`config.mk`:
```
export PLATFORM = sky130hd
export DESIGN_NAME = cascaded_state_variable_filter
export DESIGN_NICKNAME = d
export VERILOG_FILES = /design/src/hw/rtl/csvf_pkg.sv /design/src/hw/rtl/csvf_regs.sv /design/src/hw/rtl/csvf_ctrl.sv /design/src/hw/rtl/csvf_dp.sv /design/src/hw/rtl/cascaded_state_variable_filter.sv
export SDC_FILE = /design/constraint.sdc
export NUM_CORES = 2
export LEC_CHECK = 0
export BUFFER_PORTS_ARGS = -buffer_cell sky130_fd_sc_hd__buf_4
export CAP_MARGIN = 20
export CORE_ASPECT_RATIO = 0.9
export CORE_MARGIN = 4
export CORE_UTILIZATION = 50
export DETAILED_ROUTE_END_ITERATION = 10
export GPL_TIMING_DRIVEN = 1
export PLACE_DENSITY = 0.64
export SLEW_MARGIN = 20
export SYNTH_ARGS = -nofsm -noshare
export SYNTH_HDL_FRONTEND = slang
export SYNTH_HIERARCHICAL = 1
export SYNTH_SLANG_ARGS = --single-unit
```
`constraint.sdc`:
```
create_clock -name i_clk -period 9.5 [get_ports i_clk]
set_input_delay 0.95 -clock i_clk [delete_from_list [all_inputs] [get_ports i_clk]]
set_output_delay 0.95 -clock i_clk [all_outputs]
set_load 0.02 [all_outputs]
```
`src/hw/rtl/csvf_pkg.sv`:
```
`timescale 1ns / 1ps
// ----------------------------------------------------------------------------
// csvf_pkg
// Shared types, codes and helpers of the cascaded state-variable filter.
// ----------------------------------------------------------------------------
package csvf_pkg;

    // section values are signed 32 bit, intermediate sums carry two guard bits
    localparam int DATA_W    = 32;
    localparam int SUM_W     = 34;
    localparam int GAIN_W    = 16;
    localparam int GAIN_FRAC = 12;
    localparam int CFG_IDX_W = 3;

    // register indexes
    localparam logic [CFG_IDX_W-1:0] REG_FILTER_TYPE = 3'd0;
    localparam logic [CFG_IDX_W-1:0] REG_STAGE_COUNT = 3'd1;
    localparam logic [CFG_IDX_W-1:0] REG_COEF_F      = 3'd2;
    localparam logic [CFG_IDX_W-1:0] REG_COEF_Q      = 3'd3;
    localparam logic [CFG_IDX_W-1:0] REG_COEF_Q_SQRT = 3'd4;
    localparam logic [CFG_IDX_W-1:0] REG_GAIN        = 3'd5;

    // output tap
    localparam logic [1:0] FT_LOW   = 2'd0;
    localparam logic [1:0] FT_HIGH  = 2'd1;
    localparam logic [1:0] FT_BAND  = 2'd2;
    localparam logic [1:0] FT_NOTCH = 2'd3;

    // multiplier operand pairs
    localparam logic [2:0] MUL_F_BAND  = 3'd0;
    localparam logic [2:0] MUL_QS_X    = 3'd1;
    localparam logic [2:0] MUL_Q_BAND  = 3'd2;
    localparam logic [2:0] MUL_F_HIGH  = 3'd3;
    localparam logic [2:0] MUL_GAIN    = 3'd4;

    // datapath update operations
    localparam logic [2:0] OP_NONE  = 3'd0;
    localparam logic [2:0] OP_LOW   = 3'd1;
    localparam logic [2:0] OP_XSCL  = 3'd2;
    localparam logic [2:0] OP_HIGH  = 3'd3;
    localparam logic [2:0] OP_NOTCH = 3'd4;
    localparam logic [2:0] OP_BAND  = 3'd5;

    typedef struct packed {
        logic       load_x;
        logic       mul_en;
        logic [2:0] mul_sel;
        logic [2:0] op;
        logic       out_load;
    } t_dp_cmd;

    localparam logic signed [SUM_W-1:0] D_MAX = 34'sd2147483647;
    localparam logic signed [SUM_W-1:0] D_MIN = -34'sd2147483648;

    function automatic logic signed [DATA_W-1:0] sat32(input logic signed [SUM_W-1:0] v);
        logic signed [DATA_W-1:0] res;
        if (v > D_MAX) begin
            res = D_MAX[DATA_W-1:0];
        end else if (v < D_MIN) begin
            res = D_MIN[DATA_W-1:0];
        end else begin
            res = v[DATA_W-1:0];
        end
        return res;
    endfunction

    function automatic logic signed [SUM_W-1:0] sx(input logic signed [DATA_W-1:0] v);
        return {{(SUM_W-DATA_W){v[DATA_W-1]}}, v};
    endfunction

endpackage

```
`src/hw/rtl/csvf_regs.sv`:
```
`timescale 1ns / 1ps
// ----------------------------------------------------------------------------
// csvf_regs
// Configuration registers, stage count decode and section clear strobe.
// ----------------------------------------------------------------------------
module csvf_regs import csvf_pkg::*; #(
    parameter int STAGES    = 5,
    parameter int IDX_W     = 3,
    parameter int COEF_BITS = 18
) (
    input  logic                                       i_clk,
    input  logic                                       i_rst_n,
    input  logic                                       i_cfg_we,
    input  logic [CFG_IDX_W-1:0]                       i_cfg_index,
    input  logic [((COEF_BITS > 16) ? COEF_BITS : 16)-1:0] i_cfg_data,
    output logic [1:0]                                 o_filter_type,
    output logic [IDX_W-1:0]                           o_last_stage,
    output logic [COEF_BITS-1:0]                       o_coef_f,
    output logic [COEF_BITS-1:0]                       o_coef_q,
    output logic [COEF_BITS-1:0]                       o_coef_q_sqrt,
    output logic [GAIN_W-1:0]                          o_gain,
    output logic                                       o_clear
);

    localparam logic [COEF_BITS-1:0] F_RST  = COEF_BITS'((64'd26214 << COEF_BITS) >> 18);
    localparam logic [COEF_BITS-1:0] Q_RST  = COEF_BITS'((64'd131072 << COEF_BITS) >> 18);
    localparam logic [COEF_BITS-1:0] QS_RST = COEF_BITS'((64'd185364 << COEF_BITS) >> 18);
    localparam logic [COEF_BITS-1:0] F_LIM  = COEF_BITS'((64'd1 << COEF_BITS) - 64'd3);

    logic [1:0]           r_filter_type;
    logic [2:0]           r_stage_count;
    logic [COEF_BITS-1:0] r_coef_f;
    logic [COEF_BITS-1:0] r_coef_q;
    logic [COEF_BITS-1:0] r_coef_q_sqrt;
    logic [GAIN_W-1:0]    r_gain;

    always_ff @(posedge i_clk) begin
        if (!i_rst_n) begin
            r_filter_type <= FT_LOW;
            r_stage_count <= 3'd1;
            r_coef_f      <= F_RST;
            r_coef_q      <= Q_RST;
            r_coef_q_sqrt <= QS_RST;
            r_gain        <= GAIN_W'(4096);
        end else if (i_cfg_we) begin
            unique case (i_cfg_index)
                REG_FILTER_TYPE: r_filter_type <= i_cfg_data[1:0];
                REG_STAGE_COUNT: r_stage_count <= i_cfg_data[2:0];
                REG_COEF_F:      r_coef_f      <= i_cfg_data[COEF_BITS-1:0];
                REG_COEF_Q:      r_coef_q      <= i_cfg_data[COEF_BITS-1:0];
                REG_COEF_Q_SQRT: r_coef_q_sqrt <= i_cfg_data[COEF_BITS-1:0];
                REG_GAIN:        r_gain        <= i_cfg_data[GAIN_W-1:0];
                default: begin
                end
            endcase
        end
    end

    always_comb begin
        if (r_stage_count == 3'd0) begin
            o_last_stage = '0;
        end else if (int'(r_stage_count) > STAGES) begin
            o_last_stage = IDX_W'(STAGES - 1);
        end else begin
            o_last_stage = IDX_W'(r_stage_count - 3'd1);
        end
    end

    assign o_clear       = i_cfg_we && (i_cfg_index == REG_STAGE_COUNT);
    assign o_filter_type = r_filter_type;
    assign o_coef_f      = (r_coef_f > F_LIM) ? F_LIM : r_coef_f;
    assign o_coef_q      = r_coef_q;
    assign o_coef_q_sqrt = r_coef_q_sqrt;
    assign o_gain        = r_gain;

endmodule

```
`src/hw/rtl/csvf_ctrl.sv`:
```
`timescale 1ns / 1ps
// ----------------------------------------------------------------------------
// csvf_ctrl
// Sequencer: steps each section through six steps on the shared multiplier,
// then the gain product, and manages the input and output handshakes.
// ----------------------------------------------------------------------------
module csvf_ctrl import csvf_pkg::*; #(
    parameter int IDX_W = 3
) (
    input  logic             i_clk,
    input  logic             i_rst_n,
    input  logic             i_in_valid,
    output logic             o_in_stall,
    output logic             o_out_valid,
    input  logic             i_out_stall,
    input  logic [IDX_W-1:0] i_last_stage,
    output logic [IDX_W-1:0] o_stage,
    output t_dp_cmd          o_cmd
);

    localparam logic [1:0] S_IDLE = 2'd0;
    localparam logic [1:0] S_SEC  = 2'd1;
    localparam logic [1:0] S_GMUL = 2'd2;
    localparam logic [1:0] S_GOUT = 2'd3;

    localparam logic [2:0] ST_F_BAND = 3'd0;
    localparam logic [2:0] ST_LOW    = 3'd1;
    localparam logic [2:0] ST_XSCL   = 3'd2;
    localparam logic [2:0] ST_HIGH   = 3'd3;
    localparam logic [2:0] ST_NOTCH  = 3'd4;
    localparam logic [2:0] ST_BAND   = 3'd5;

    logic [1:0]       r_state, n_state;
    logic [2:0]       r_step, n_step;
    logic [IDX_W-1:0] r_stage, n_stage;
    logic             r_out_valid, n_out_valid;
    logic             w_slot_free;

    assign w_slot_free = !r_out_valid || !i_out_stall;

    always_comb begin
        n_state     = r_state;
        n_step      = r_step;
        n_stage     = r_stage;
        n_out_valid = r_out_valid && i_out_stall;
        o_cmd       = '{load_x: 1'b0, mul_en: 1'b0, mul_sel: MUL_F_BAND,
                        op: OP_NONE, out_load: 1'b0};
        unique case (r_state)
            S_IDLE: begin
                if (i_in_valid) begin
                    o_cmd.load_x = 1'b1;
                    n_state      = S_SEC;
                    n_step       = ST_F_BAND;
                    n_stage      = '0;
                end
            end
            S_SEC: begin
                n_step = r_step + 3'd1;
                unique case (r_step)
                    ST_F_BAND: begin
                        o_cmd.mul_en  = 1'b1;
                        o_cmd.mul_sel = MUL_F_BAND;
                    end
                    ST_LOW: begin
                        o_cmd.op      = OP_LOW;
                        o_cmd.mul_en  = 1'b1;
                        o_cmd.mul_sel = MUL_QS_X;
                    end
                    ST_XSCL: begin
                        o_cmd.op      = OP_XSCL;
                        o_cmd.mul_en  = 1'b1;
                        o_cmd.mul_sel = MUL_Q_BAND;
                    end
                    ST_HIGH: begin
                        o_cmd.op = OP_HIGH;
                    end
                    ST_NOTCH: begin
                        o_cmd.op      = OP_NOTCH;
                        o_cmd.mul_en  = 1'b1;
                        o_cmd.mul_sel = MUL_F_HIGH;
                    end
                    ST_BAND: begin
                        o_cmd.op = OP_BAND;
                        n_step   = ST_F_BAND;
                        if (r_stage == i_last_stage) begin
                            n_state = S_GMUL;
                        end else begin
                            n_stage = r_stage + IDX_W'(1);
                        end
                    end
                    default: begin
                        n_step = ST_F_BAND;
                    end
                endcase
            end
            S_GMUL: begin
                o_cmd.mul_en  = 1'b1;
                o_cmd.mul_sel = MUL_GAIN;
                n_state       = S_GOUT;
            end
            S_GOUT: begin
                if (w_slot_free) begin
                    o_cmd.out_load = 1'b1;
                    n_out_valid    = 1'b1;
                    n_state        = S_IDLE;
                end
            end
            default: begin
                n_state = S_IDLE;
            end
        endcase
    end

    always_ff @(posedge i_clk) begin
        if (!i_rst_n) begin
            r_state     <= S_IDLE;
            r_step      <= ST_F_BAND;
            r_stage     <= '0;
            r_out_valid <= 1'b0;
        end else begin
            r_state     <= n_state;
            r_step      <= n_step;
            r_stage     <= n_stage;
            r_out_valid <= n_out_valid;
        end
    end

    assign o_in_stall  = (r_state != S_IDLE);
    assign o_out_valid = r_out_valid;
    assign o_stage     = r_stage;

endmodule

```
`src/hw/rtl/csvf_dp.sv`:
```
`timescale 1ns / 1ps
// ----------------------------------------------------------------------------
// csvf_dp
// Datapath: section state, one shared multiplier with registered product,
// rounding, saturation, tap select and the output register.
// ----------------------------------------------------------------------------
module csvf_dp import csvf_pkg::*; #(
    parameter int STAGES      = 5,
    parameter int IDX_W       = 3,
    parameter int SAMPLE_BITS = 24,
    parameter int COEF_BITS   = 18
) (
    input  logic                          i_clk,
    input  logic                          i_rst_n,
    input  t_dp_cmd                       i_cmd,
    input  logic [IDX_W-1:0]              i_stage,
    input  logic                          i_clear,
    input  logic [1:0]                    i_filter_type,
    input  logic [COEF_BITS-1:0]          i_coef_f,
    input  logic [COEF_BITS-1:0]          i_coef_q,
    input  logic [COEF_BITS-1:0]          i_coef_q_sqrt,
    input  logic [GAIN_W-1:0]             i_gain,
    input  logic signed [SAMPLE_BITS-1:0] i_sample_in,
    output logic signed [SAMPLE_BITS-1:0] o_sample_out,
    output logic                          o_clipped
);

    localparam int MA_W = (COEF_BITS > GAIN_W) ? COEF_BITS : GAIN_W;
    localparam int P_W  = MA_W + DATA_W + 1;

    localparam logic signed [P_W-1:0] HALF_C  = P_W'(1) << (COEF_BITS - 1);
    localparam logic signed [P_W-1:0] HALF_G  = P_W'(1) << (GAIN_FRAC - 1);
    localparam logic signed [P_W-1:0] SMP_MAX = (P_W'(1) << (SAMPLE_BITS - 1)) - P_W'(1);
    localparam logic signed [P_W-1:0] SMP_MIN = ~SMP_MAX;

    logic signed [DATA_W-1:0] r_sec_low  [STAGES];
    logic signed [DATA_W-1:0] r_sec_band [STAGES];

    logic signed [DATA_W-1:0]      r_x;
    logic signed [DATA_W-1:0]      r_lo;
    logic signed [DATA_W-1:0]      r_hi;
    logic signed [DATA_W-1:0]      r_nt;
    logic signed [SUM_W-1:0]       r_xs;
    logic signed [P_W-1:0]         r_prod;
    logic signed [SAMPLE_BITS-1:0] r_out_sample;
    logic                          r_out_clip;

    logic [MA_W-1:0]          w_mul_a;
    logic signed [DATA_W-1:0] w_mul_b;
    logic signed [DATA_W-1:0] w_band_old;
    logic signed [DATA_W-1:0] w_low_old;
    logic signed [P_W-1:0]    w_sum_c;
    logic signed [P_W-1:0]    w_sh_c;
    logic signed [SUM_W-1:0]  w_rc;
    logic signed [DATA_W-1:0] w_band_new;
    logic signed [DATA_W-1:0] w_tap;
    logic signed [P_W-1:0]    w_sum_g;
    logic signed [P_W-1:0]    w_y;

    assign w_band_old = r_sec_band[i_stage];
    assign w_low_old  = r_sec_low[i_stage];

    always_comb begin
        case (i_cmd.mul_sel)
            MUL_F_BAND: begin
                w_mul_a = MA_W'(i_coef_f);
                w_mul_b = w_band_old;
            end
            MUL_QS_X: begin
                w_mul_a = MA_W'(i_coef_q_sqrt);
                w_mul_b = r_x;
            end
            MUL_Q_BAND: begin
                w_mul_a = MA_W'(i_coef_q);
                w_mul_b = w_band_old;
            end
            MUL_F_HIGH: begin
                w_mul_a = MA_W'(i_coef_f);
                w_mul_b = r_hi;
            end
            default: begin
                w_mul_a = MA_W'(i_gain);
                w_mul_b = r_x;
            end
        endcase
    end

    always_ff @(posedge i_clk) begin
        if (i_cmd.mul_en) begin
            r_prod <= $signed({1'b0, w_mul_a}) * w_mul_b;
        end
    end

    // coefficient product, rounded half up
    assign w_sum_c    = r_prod + HALF_C;
    assign w_sh_c     = w_sum_c >>> COEF_BITS;
    assign w_rc       = w_sh_c[SUM_W-1:0];
    assign w_band_new = sat32(w_rc + sx(w_band_old));

    always_comb begin
        case (i_filter_type)
            FT_LOW:  w_tap = r_lo;
            FT_HIGH: w_tap = r_hi;
            FT_BAND: w_tap = w_band_new;
            default: w_tap = r_nt;
        endcase
    end

    always_ff @(posedge i_clk) begin
        if (i_cmd.load_x) begin
            r_x <= DATA_W'(i_sample_in);
        end
        unique case (i_cmd.op)
            OP_LOW:   r_lo <= sat32(sx(w_low_old) + w_rc);
            OP_XSCL:  r_xs <= w_rc;
            OP_HIGH:  r_hi <= sat32(r_xs - sx(r_lo) - w_rc);
            OP_NOTCH: r_nt <= sat32(sx(r_hi) + sx(r_lo));
            OP_BAND:  r_x  <= w_tap;
            default: begin
            end
        endcase
    end

    // section state
    always_ff @(posedge i_clk) begin
        if (!i_rst_n || i_clear) begin
            for (int i = 0; i < STAGES; i++) begin
                r_sec_low[i]  <= '0;
                r_sec_band[i] <= '0;
            end
        end else if (i_cmd.op == OP_BAND) begin
            r_sec_low[i_stage]  <= r_lo;
            r_sec_band[i_stage] <= w_band_new;
        end
    end

    // gain, rounding and saturation into the output register
    assign w_sum_g = r_prod + HALF_G;
    assign w_y     = w_sum_g >>> GAIN_FRAC;

    always_ff @(posedge i_clk) begin
        if (i_cmd.out_load) begin
            if (w_y > SMP_MAX) begin
                r_out_sample <= SMP_MAX[SAMPLE_BITS-1:0];
                r_out_clip   <= 1'b1;
            end else if (w_y < SMP_MIN) begin
                r_out_sample <= SMP_MIN[SAMPLE_BITS-1:0];
                r_out_clip   <= 1'b1;
            end else begin
                r_out_sample <= w_y[SAMPLE_BITS-1:0];
                r_out_clip   <= 1'b0;
            end
        end
    end

    assign o_sample_out = r_out_sample;
    assign o_clipped    = r_out_clip;

endmodule

```
`src/hw/rtl/cascaded_state_variable_filter.sv`:
```
`timescale 1ns / 1ps
// ----------------------------------------------------------------------------
// cascaded_state_variable_filter
// Each input beat runs six dependent steps per section around one registered
// shared multiplier, then the gain product and the output load; the input
// stalls until the sequencer is back in idle, so a new sample is taken only
// after the last one is loaded into the output register.
// The output register frees the input side while a result waits.
// Synchronous active-low reset clears the sequencer, config and section state.
// ----------------------------------------------------------------------------
// Chain of state-variable sections with tap select, gain and saturation.
// ----------------------------------------------------------------------------
module cascaded_state_variable_filter import csvf_pkg::*; #(
    parameter int STAGES      = 5,
    parameter int SAMPLE_BITS = 24,
    parameter int COEF_BITS   = 18
) (
    input  logic                                       i_clk,
    input  logic                                       i_rst_n,
    input  logic                                       i_in_valid,
    output logic                                       o_in_stall,
    input  logic signed [SAMPLE_BITS-1:0]              i_sample_in,
    output logic                                       o_out_valid,
    input  logic                                       i_out_stall,
    output logic signed [SAMPLE_BITS-1:0]              o_sample_out,
    output logic                                       o_clipped,
    input  logic                                       i_cfg_we,
    input  logic [CFG_IDX_W-1:0]                       i_cfg_index,
    input  logic [((COEF_BITS > 16) ? COEF_BITS : 16)-1:0] i_cfg_data
);

    localparam int IDX_W = (STAGES > 1) ? $clog2(STAGES) : 1;

    logic [1:0]           w_filter_type;
    logic [IDX_W-1:0]     w_last_stage;
    logic [IDX_W-1:0]     w_stage;
    logic [COEF_BITS-1:0] w_coef_f;
    logic [COEF_BITS-1:0] w_coef_q;
    logic [COEF_BITS-1:0] w_coef_q_sqrt;
    logic [GAIN_W-1:0]    w_gain;
    logic                 w_clear;
    t_dp_cmd              w_cmd;

    csvf_regs #(
        .STAGES    (STAGES),
        .IDX_W     (IDX_W),
        .COEF_BITS (COEF_BITS)
    ) u_regs (
        .i_clk         (i_clk),
        .i_rst_n       (i_rst_n),
        .i_cfg_we      (i_cfg_we),
        .i_cfg_index   (i_cfg_index),
        .i_cfg_data    (i_cfg_data),
        .o_filter_type (w_filter_type),
        .o_last_stage  (w_last_stage),
        .o_coef_f      (w_coef_f),
        .o_coef_q      (w_coef_q),
        .o_coef_q_sqrt (w_coef_q_sqrt),
        .o_gain        (w_gain),
        .o_clear       (w_clear)
    );

    csvf_ctrl #(
        .IDX_W (IDX_W)
    ) u_ctrl (
        .i_clk        (i_clk),
        .i_rst_n      (i_rst_n),
        .i_in_valid   (i_in_valid),
        .o_in_stall   (o_in_stall),
        .o_out_valid  (o_out_valid),
        .i_out_stall  (i_out_stall),
        .i_last_stage (w_last_stage),
        .o_stage      (w_stage),
        .o_cmd        (w_cmd)
    );

    csvf_dp #(
        .STAGES      (STAGES),
        .IDX_W       (IDX_W),
        .SAMPLE_BITS (SAMPLE_BITS),
        .COEF_BITS   (COEF_BITS)
    ) u_dp (
        .i_clk         (i_clk),
        .i_rst_n       (i_rst_n),
        .i_cmd         (w_cmd),
        .i_stage       (w_stage),
        .i_clear       (w_clear),
        .i_filter_type (w_filter_type),
        .i_coef_f      (w_coef_f),
        .i_coef_q      (w_coef_q),
        .i_coef_q_sqrt (w_coef_q_sqrt),
        .i_gain        (w_gain),
        .i_sample_in   (i_sample_in),
        .o_sample_out  (o_sample_out),
        .o_clipped     (o_clipped)
    );

`ifndef SYNTHESIS
    a_busy_after_beat: assert property (@(posedge i_clk) disable iff (!i_rst_n)
        (i_in_valid && !o_in_stall) |=> o_in_stall)
        else $error("input not stalled after accepted beat");

    a_load_slot_free: assert property (@(posedge i_clk) disable iff (!i_rst_n)
        w_cmd.out_load |-> (!o_out_valid || !i_out_stall))
        else $error("output register overwritten while held");

    a_valid_from_load: assert property (@(posedge i_clk) disable iff (!i_rst_n)
        $rose(o_out_valid) |-> $past(w_cmd.out_load))
        else $error("output valid without result load");
`endif

endmodule

```
==> results.md <==
* CTS Buf Count at 86
* Slew @ Worst Pin at 1.265 ns
* Synth top area share at 0.3492
* Nets at 7210
* Hold-fix buffers, CTS at 0
* Seq cells post-synth at ~800
* Post-route minimum period at 9.014 ns
* Io pins at 77
* CP max stage delay at approximately 0.53 ns
* CTS H-Tree Depth at 3
* Initial DRC Count at 5901
* Seq/Total Area, Yosys at 0.3757
* Max_cap viols at 0
* Via count at 48550
* Rows at 123
* Clock-pin slew on the worst setup and hold paths at around 0.06 ns
* Global Route Usage Sum at 0.3152
* Synth unique cells at 107
* Avg Inst Size Synth at 10.14 um2
* Initial antenna violation count at 11
* Remaining DRCs at 0
* GPL Wtd Cong at ~0.99
* Endpoints failing setup at 0
* Wire length of the first global-routing pass at 313400 um
* Minimum hold slack at 0.4550 ns
* Slew headroom at 0.1539
* Setup CP Type: flop to flop
* Synth Instances at roughly 6300
* Fraction of layout cells with a size suffix above 1 at 0.09365
* Fmax at ~110 MHz
* Cell Area, Synth at approximately 63000 um2
* GR met3 Demand/Resource at 0.08928
* Setup crit end kind: flop
* M1 GR Usage at 0.4761
* GRT Residual Overflow at 0
* Vias per cell at approximately 6.0
* Synth warn at 6
* DRT Wirelength at 210000 um
* Top FF cell, synth: edfxtp_1
* Setup TNS after final layout at 0 ns
* Overall die area at ~130000 um2
* Die Width at approximately 380 um
* Max-slew violation count at 0
* Critical path peak fanout at 17
* Req. time, crit path at 9.93 ns
* Layout area overhead at 9.574%
* Root buf cell: clkbuf_16
* Syn Nets at 7174
* Hold Crit Class: flop to flop
* First-pass detailed-route iteration total at 6
* Die Span Y at 346.0 um
* Most frequent cell on the critical path: fa_1
* Initial core utilization at 0.5054
* DRT antenna net count at 0
* Ranking of synthesized cells by area: edfxtp_1, fa_1, ha_1
* Met2 usage in global routing at 0.4446
* Largest net degree at the start of global routing at 94
* Core area at 125600 um2
* # port buffers at 76
* Clock skew at 0.04653 ns
* Crit path DAT at around 9.5 ns
* Clk sink count at 822
* Top Usage Layer GRT: met1
* DP Wirelength at around 160000 um
* CTS tree: built
* Status: completed
* Async set-or-reset flop fraction in the synthesized netlist at 0
* Nature of the critical path startpoint: flop
* Worst-Skew Late Latency at around 0.7 ns
* Slowest-stage cell, CP: a21oi_2
* Post-synth top area cell: edfxtp_1
* Vias in the first global route at 47780
* Period utilization at 0.9488
* RSZ-0062 raised after global routing: no
* Clk buf depth at 3
* Routed wire per std cell at between 20 and 30 um
* Final hold viol count at 0
* EDFF count, synth at 738
cells in the final DEF, fill, tap and decap left out, drive strengths merged, types with 55 or more instances in the layout:
master,count
inv,860
edfxtp,738
nor2,700
fa,592
nand2,502
buf,295
ha,274
a21oi,253
o21ai,191
and3,180
xnor2,143
o22ai,139
a21o,120
a22oi,108
clkbuf,107
xor2,91
nand3,90
dfxtp,84
a21boi,62
a211oi,58
nand2b,55
metal layers:
layer	wire [um]	share of wire	vias to the layer above
met5	34	0.00016	-
met4	6220	0.030	6
met3	25500	0.12	315
met2	87040	0.41	2540
met1	91240	0.43	24320
li1	-	-	21370
critical path: cells and delay by family, from the launching register on:
family,cells,cell delay [ns]
xor gates and xnor gates,1,0.10
DFF,1,0.39
adders and majority gates,8,3.60
AOI/OAI and AO/OA,11,2.92
buffers and inverters,7,0.90
and+or+nand+nor,4,0.54
muxes,1,0.28
worst paths after layout:
| path | to | cells past startpoint | start | slack (ns) |
|---|---|---|---|---|
| worst min register to register | u_regs/o_coef_q[11] | 2 | u_regs/o_coef_q[11] | 0.45 |
| worst min-delay path | u_regs/o_coef_q[11] | 2 | u_regs/o_coef_q[11] | 0.45 |
| worst max-delay path | u_dp/r_prod[47] | 32 | u_ctrl/r_step[1] | 0.49 |
| worst max register to register | u_dp/r_prod[47] | 32 | u_ctrl/r_step[1] | 0.49 |
per-stage QoR:
step / setup slack [ns] / area, um2 / std cells / utilization
floorplan: 0.6512 / 63460 / 6258 / -
global placement: 0.5149 / 66630 / 7886 / 0.5305
detailed placement: 0.4189 / 66630 / 7887 / 0.5306
CTS: 0.3983 / 69450 / 8045 / 0.5531
global route: 0.002649 / 69520 / 8051 / 0.5536
finish: 0.4863 / 69540 / 8059 / 0.5537
sequential cells by signal, indices dropped and copies added, names as in the netlist, 3 cells and up:
signal,count
u_regs/o_coef_q_sqrt,18
u_dp/r_lo,32
u_regs/r_coef_f,18
u_ctrl/r_step,3
u_dp/r_prod,40
u_regs/r_stage_count,3
u_regs/o_coef_q,18
u_dp/o_sample_out,24
u_dp/r_x,32
u_dp/r_xs,33
u_dp/r_hi,32
u_dp/r_nt,32
u_dp/r_sec_low,256
u_ctrl/o_stage,3
u_regs/o_gain,16
u_dp/r_sec_band,256
what timing repair did:
action / 4_1_cts / 5_1_grt
setup buffers: 0 / 6
endpoints found under the setup margin: 0 / 3
hold endpoints to repair: 0 / 0
gates resized for setup: 0 / 1
area by class of cell:
class,instances,area (um2)
Fill cell,11090,56040
Multi-Input combinational cell,4233,35210
Sequential cell,822,23850
Inverter,856,3213
Timing Repair Buffer,295,2312
Clock buffer,107,2272
Tap cell,1687,2111
Clock inverter,51,550.5
Antenna cell,8,20.02
cells in the mapped netlist, types with 48 or more instances:
cell type and number:
a211oi_1 58, clkbuf_1 286, nand4_1 49, ha_1 274, xor2_1 91, o22ai_1 139, inv_1 855, a21oi_1 252
nand2b_1 55, dfxtp_1 84, nor3_1 51, nor2_1 700, fa_1 592, nand2_1 500, a21o_1 120, nor2b_1 48
nand3_1 89, a22oi_1 108, and3_1 178, edfxtp_1 738, o21ai_0 153, xnor2_1 143
cells by family after synthesis:
family | Yosys count | synth area share
xor+xnor | 234 | 0.03229
fa+ha+maj | 866 | 0.2408
compound gates | 1216 | 0.1281
simple gates | 1823 | 0.1334
mux | 94 | 0.01587
flops | 822 | 0.3757
buf+inv | 1203 | 0.07379
Power is left out: the tool's default activity adds up to more than one toggle a clock period on the data nets, which glitch-free logic cannot reach.
